`config.mk`:
```
export PLATFORM = sky130hd
export DESIGN_NAME = abu_sqrt
export DESIGN_NICKNAME = d
export VERILOG_FILES = /design/src/sv/abu_pkg.sv /design/src/sv/abu_sqrt.sv
export SDC_FILE = /design/constraint.sdc
export NUM_CORES = 2
export LEC_CHECK = 0
export BUFFER_PORTS_ARGS = -buffer_cell sky130_fd_sc_hd__clkbuf_2
export CELL_PAD_IN_SITES_DETAIL_PLACEMENT = 1
export CELL_PAD_IN_SITES_GLOBAL_PLACEMENT = 1
export CORE_AREA = 4 4 613 615
export DETAILED_ROUTE_END_ITERATION = 8
export DIE_AREA = 0 0 617 619
export HOLD_SLACK_MARGIN = 0.06
export PLACE_DENSITY = 0.56
export SYNTH_ARGS = -nofsm -noshare
export SYNTH_HDL_FRONTEND = slang
export SYNTH_SLANG_ARGS = --single-unit
```
`constraint.sdc`:
```
create_clock -name clock -period 3.8 [get_ports clock]
set_clock_uncertainty 0.2 [all_clocks]
set_input_delay 0.19 -clock clock [delete_from_list [all_inputs] [get_ports clock]]
set_output_delay 0.19 -clock clock [all_outputs]
set_load 0.05 [all_outputs]
```
`src/sv/abu_pkg.sv`:
```
// Shared types, widths and constants of the bounded-rate parameter update.
// No dependencies; compiled first.
`default_nettype none
package abu_pkg;

   localparam int SLOTS       = 4096;
   localparam int SLOT_W      = $clog2(SLOTS);
   localparam int DATA_W      = 32;
   localparam int CSR_IDX_W   = 3;
   localparam int CSR_DATA_W  = 31;
   localparam int ROOT_W      = 28;
   localparam int RATE_W      = 31;
   localparam int RAD_W       = 2 * ROOT_W;
   localparam int NUM_W       = RATE_W + 24;
   localparam logic [16:0] ONE_Q16 = 17'd65536;
   localparam logic [1:0]  EPS_Q   = 2'd2;

   typedef enum logic [CSR_IDX_W-1:0] {
      CSR_BETA_ONE    = 3'd0,
      CSR_BETA_TWO    = 3'd1,
      CSR_STEP_SIZE   = 3'd2,
      CSR_LOWER_BOUND = 3'd3,
      CSR_UPPER_BOUND = 3'd4
   } csr_index_type;

   // fields that ride alongside the rate computation
   typedef struct packed {
      logic signed [DATA_W-1:0] m;
      logic signed [DATA_W-1:0] p;
      logic                     last;
   } side_type;

endpackage
`default_nettype wire

```
`src/sv/abu_sqrt.sv`:
```
// Pipelined integer square root of vhat * 2^24, one root bit per stage.
// Depends on abu_pkg.
`default_nettype none
module abu_sqrt
   import abu_pkg::*;
(
   input  wire logic              clock,
   input  wire logic              reset,
   input  wire logic              en,
   input  wire logic              in_valid,
   input  wire logic [DATA_W-1:0] vhat,
   input  wire side_type          in_side,
   output logic                   out_valid,
   output logic [ROOT_W-1:0]      root,
   output side_type               out_side
);

   logic [RAD_W-1:0]  rem_ff   [ROOT_W+1];
   logic [ROOT_W-1:0] root_ff  [ROOT_W+1];
   side_type          side_ff  [ROOT_W+1];
   logic              valid_ff [ROOT_W+1];

   always_comb begin
      rem_ff[0]   = {vhat, 24'd0};
      root_ff[0]  = '0;
      side_ff[0]  = in_side;
      valid_ff[0] = in_valid;
   end

   for (genvar i = 0; i < ROOT_W; i++) begin : g_stage
      localparam int K = ROOT_W - 1 - i;
      logic [RAD_W+1:0]  trial;
      logic [RAD_W-1:0]  rem_in;
      logic [ROOT_W-1:0] root_in;

      always_comb begin
         trial = ({{(RAD_W+2-ROOT_W){1'b0}}, root_ff[i]} << (K + 1))
               + ((RAD_W+2)'(1) << (2 * K));
         rem_in  = rem_ff[i];
         root_in = root_ff[i];
         if ({2'b00, rem_ff[i]} >= trial) begin
            rem_in  = rem_ff[i] - trial[RAD_W-1:0];
            root_in = root_ff[i] | (ROOT_W'(1) << K);
         end
      end

      always_ff @(posedge clock) begin
         if (reset) begin
            valid_ff[i+1] <= 1'b0;
         end else if (en) begin
            valid_ff[i+1] <= valid_ff[i];
         end
         if (en) begin
            rem_ff[i+1]  <= rem_in;
            root_ff[i+1] <= root_in;
            side_ff[i+1] <= side_ff[i];
         end
      end
   end

   assign out_valid = valid_ff[ROOT_W];
   assign root      = root_ff[ROOT_W];
   assign out_side  = side_ff[ROOT_W];

endmodule
`default_nettype wire

```
==> results_dict.tcl <==
set metrics [dict create \
    status "complete, but fails checks" \
    violations "setup timing" \
    reg2reg_setup_slack_ns -0.01 \
    fin_crit_ns 3.81 \
    layout-drive-gt1-share_pct 14.8 \
    hold_path.startpoint "side_ff[1052]" \
    grt_pass1_vias 74885 \
    most_common_cell_after_layout_fill_and_taps_aside "sky130_fd_sc_hd__edfxtp_1" \
    layout.cells.most_common_list "sky130_fd_sc_hd__edfxtp_1, sky130_fd_sc_hd__inv_1, sky130_fd_sc_hd__nand2_1" \
    postLayoutCellArea_sq_um 154000 \
    synth_enable_flop_cells 3211 \
    syn-instance-count 8225 \
    area_growth_syn_to_layout_pct 19.5 \
    wl_per_cell_um 17.6 \
    synth-main-ff-cell "sky130_fd_sc_hd__edfxtp_1" \
    floorplan.die.width_um 617 \
    floorplan.die.height_um 619 \
    timing_worst_slew_pin_value_ns 0.853 \
    pwr_per_cell_area_nw_per_um2 600 \
    ctsRootBufferMaster "sky130_fd_sc_hd__clkbuf_16" \
    yosys.cell_types.count 93 \
    tritoncts "built" \
    cts-buffers-inserted 359 \
    synth.avg_cell_area_sq_um 15.7 \
    initial_core_util_pct 34.8 \
    cts.sinks 3239 \
    ys_seq_elements 3239 \
    nNetsFinal 9755 \
    setup_violations 2 \
    placeableCoreArea_sq_um 371000 \
    detailroute.via_count 68643 \
    clockBufferDepth 4 \
    rsz0062_at_grt "true" \
    ctsHtreeMaxLevel 5 \
    grt-ovfl-total 0 \
    drc 0 \
    gpl.final_weighted_congestion 0.865 \
    arrival_ns 4.23 \
    vias_per_cell 4.73 \
    synthesis.nets 8746 \
    first_iter_violations 3812 \
    worst_slew_slack_as_a_fraction_of_its_limit_pct 43.2 \
    max_clock_freq_mhz 262 \
    synth-seq-area-share_pct 75.2 \
    drv.max_cap_violation_count 0 \
    regToRegEndpoint "rem_ff[272]" \
    layoutNonFillerInstCount 14497 \
    path_clk_slew_ns 0.06 \
    num_rows 224 \
    crit_fanout 6 \
    worst_setup_path_end_kind "flip-flop" \
    worstSetupStartpointType "flip-flop" \
    final_routed_wirelength_mm 255 \
    hold_slack_ns 0.162 \
    largest_net_degree_at_the_start_of_global_routing 126 \
    place_inst 13594 \
    place_hpwl_mm 175 \
    globalRouteTotalUtil_pct 13.2 \
    portBuffers 194 \
    dr.pass1.iters 5 \
    insertion_delay_ns 0.92 \
    synthesis.area_sq_um 129000 \
    min-delay-path-class "reg -> reg" \
    worstReg2RegStart "rem_ff[290]" \
    min_path_cells 0 \
    min_period_over_period_pct 100 \
    power.leakage_nw 56.0 \
    async_reset_ff_share_pct 0 \
    grt_first_pass_wirelength_mm 409 \
    reg2reg_path_depth 13 \
    whs_endpoint "side_ff[987]" \
    total_die_area_sq_um 382000 \
    ant_nets 0 \
    timing_hold_violations_final 0 \
    placement.cell_area_sq_um 139000 \
    antenna_violations_before_repair 9 \
    cp_data_required_time_ns 4.22 \
    irDropWorstVdd_uv 409 \
    postLayoutSetupSlackWorst_ns -0.0125 \
    slew_viol_final 0 \
    yosysWarnings 0 \
    worst-setup-path-type "reg -> reg" \
    finalCoreUtilization_pct 41.6 \
    io_pins 195 \
]
==> timing repair <==
action                                  4_1_cts  5_1_grt
setup buffers                                26       23
endpoints found under the setup margin      215      283
pin swaps                                    21       59
endpoints found under the hold margin      1686        0
hold buffers                                202        0
gates resized for setup                      77      148
cloned                                        2        2
==> cell type report <==
class | count | area, sq um
sequential | 3239 | 97000
timing repair buffer | 840 | 7090
clock inverter | 218 | 2460
tap | 4972 | 6220
fill | 36734 | 217000
inverter | 525 | 1970
clock buffer | 432 | 9330
multi-input combinational | 4269 | 30100
antenna | 2 | 5.00
==> kinds of logic (layout without fill, tap and decap cells) <==
kind of cell / after synthesis / after routing / share of synthesized area, %
flip-flops: 3239 / 3239 / 75.2
AND/OR/NAND/NOR: 1830 / 1830 / 7.11
AO/OA/AOI/OAI: 1314 / 1315 / 6.34
buffers and inverters: 718 / 2015 / 2.31
XOR/XNOR: 618 / 618 / 4.20
adder cells (fa/ha/maj): 420 / 420 / 4.14
multiplexers: 86 / 86 / 0.716
other: 0 / 2 / 0
==> worst max-delay path, cell delays in order (launching register included) <==
cell and delay [ns]:
sky130_fd_sc_hd__edfxtp_1 0.47, sky130_fd_sc_hd__buf_6 0.17, sky130_fd_sc_hd__fa_2 0.42, sky130_fd_sc_hd__a211oi_4 0.31, sky130_fd_sc_hd__o21ai_2 0.14, sky130_fd_sc_hd__a41oi_2 0.15, sky130_fd_sc_hd__buf_4 0.17, sky130_fd_sc_hd__o211ai_1 0.10
sky130_fd_sc_hd__a211oi_2 0.30, sky130_fd_sc_hd__o21ai_2 0.15, sky130_fd_sc_hd__or4_4 0.59, sky130_fd_sc_hd__buf_6 0.16, sky130_fd_sc_hd__nor2_4 0.09, sky130_fd_sc_hd__xor2_2 0.08
==> power breakdown <==
part	switching (mW)	total [mW]	internal, mW	leakage [nW]
clock	14.2	34.3	20.2	5.71
combinational	7.35	12.6	5.27	19.2
sequential	2.08	45.6	43.5	31.2
==> flip-flops by register name, summed over array words and instances (netlist names) <==
name	count
root_ff	378
out_side	65
root	28
rem_ff	985
valid_ff	27
side_ff	1755
out_valid	1
==> synthesized netlist by cell type (10+ instances only) <==
cell type	count	area share, %
sky130_fd_sc_hd__fa_1	11	0.17
sky130_fd_sc_hd__o21a_1	70	0.41
sky130_fd_sc_hd__o21ai_0	389	1.5
sky130_fd_sc_hd__o31ai_1	38	0.22
sky130_fd_sc_hd__nor2_1	408	1.2
sky130_fd_sc_hd__a211o_1	15	0.10
sky130_fd_sc_hd__and2_1	20	0.097
sky130_fd_sc_hd__a21boi_0	20	0.12
sky130_fd_sc_hd__mux2_2	48	0.42
sky130_fd_sc_hd__clkbuf_1	109	0.32
sky130_fd_sc_hd__a2111oi_0	16	0.11
sky130_fd_sc_hd__nand2b_1	75	0.36
sky130_fd_sc_hd__nand4b_1	20	0.14
sky130_fd_sc_hd__inv_1	524	1.5
sky130_fd_sc_hd__nand3b_1	17	0.099
sky130_fd_sc_hd__o41ai_1	14	0.095
sky130_fd_sc_hd__or2_2	30	0.15
sky130_fd_sc_hd__a21oi_1	352	1.4
sky130_fd_sc_hd__or3_1	68	0.33
sky130_fd_sc_hd__nor4_1	137	0.66
sky130_fd_sc_hd__xor2_1	317	2.2
sky130_fd_sc_hd__nand3_1	114	0.44
sky130_fd_sc_hd__edfxtp_1	3211	75
sky130_fd_sc_hd__buf_1	10	0.029
sky130_fd_sc_hd__nor2b_1	64	0.31
sky130_fd_sc_hd__ha_1	409	4.0
sky130_fd_sc_hd__xnor2_1	301	2.0
sky130_fd_sc_hd__o211ai_1	33	0.19
sky130_fd_sc_hd__nand2_1	464	1.4
sky130_fd_sc_hd__mux2i_1	36	0.28
sky130_fd_sc_hd__or4_1	50	0.29
sky130_fd_sc_hd__o21bai_1	35	0.20
sky130_fd_sc_hd__a211oi_1	43	0.25
sky130_fd_sc_hd__nor3_1	199	0.77
sky130_fd_sc_hd__a21o_1	151	0.88
sky130_fd_sc_hd__nor3b_1	13	0.076
sky130_fd_sc_hd__dfxtp_1	28	0.43
sky130_fd_sc_hd__buf_4	65	0.38
sky130_fd_sc_hd__a31oi_1	39	0.19
sky130_fd_sc_hd__and3_1	31	0.15
sky130_fd_sc_hd__nor4b_1	18	0.12
sky130_fd_sc_hd__nand4_1	72	0.35
==> how the worst max path moves through the flow <==
stage | to | depth (start not counted) | from
detailed placement | rem_ff[272] | 13 | rem_ff[290]
global placement | rem_ff[274] | 13 | rem_ff[290]
global route | rem_ff[274] | 12 | rem_ff[290]
finish | rem_ff[272] | 13 | rem_ff[290]
CTS | rem_ff[274] | 13 | rem_ff[290]
floorplan | rem_ff[274] | 12 | rem_ff[290]
==> metal layers <==
metal  track usage [%]  wire, um  up-vias
met5                 0         0        -
met4              5.41     10600        0
met3              2.24      9300      633
met2              24.1    132000     1024
met1              15.2    103000    33933
li1                  -         -    33053
==> through the flow <==
stage | setup WS (ns) | TNS (ns) | power, mW
global route | -0.142 | -1.70 | 97.4
CTS | -0.0440 | -0.0971 | 93.9
detailed placement | -0.684 | -45.90 | 58.4
floorplan | 0.00540 | 0 | 53.2
finish | -0.0125 | -0.0228 | 92.5
global placement | -0.831 | -44.10 | 57.9
No activity file was read; power rests on OpenSTA's default activity.
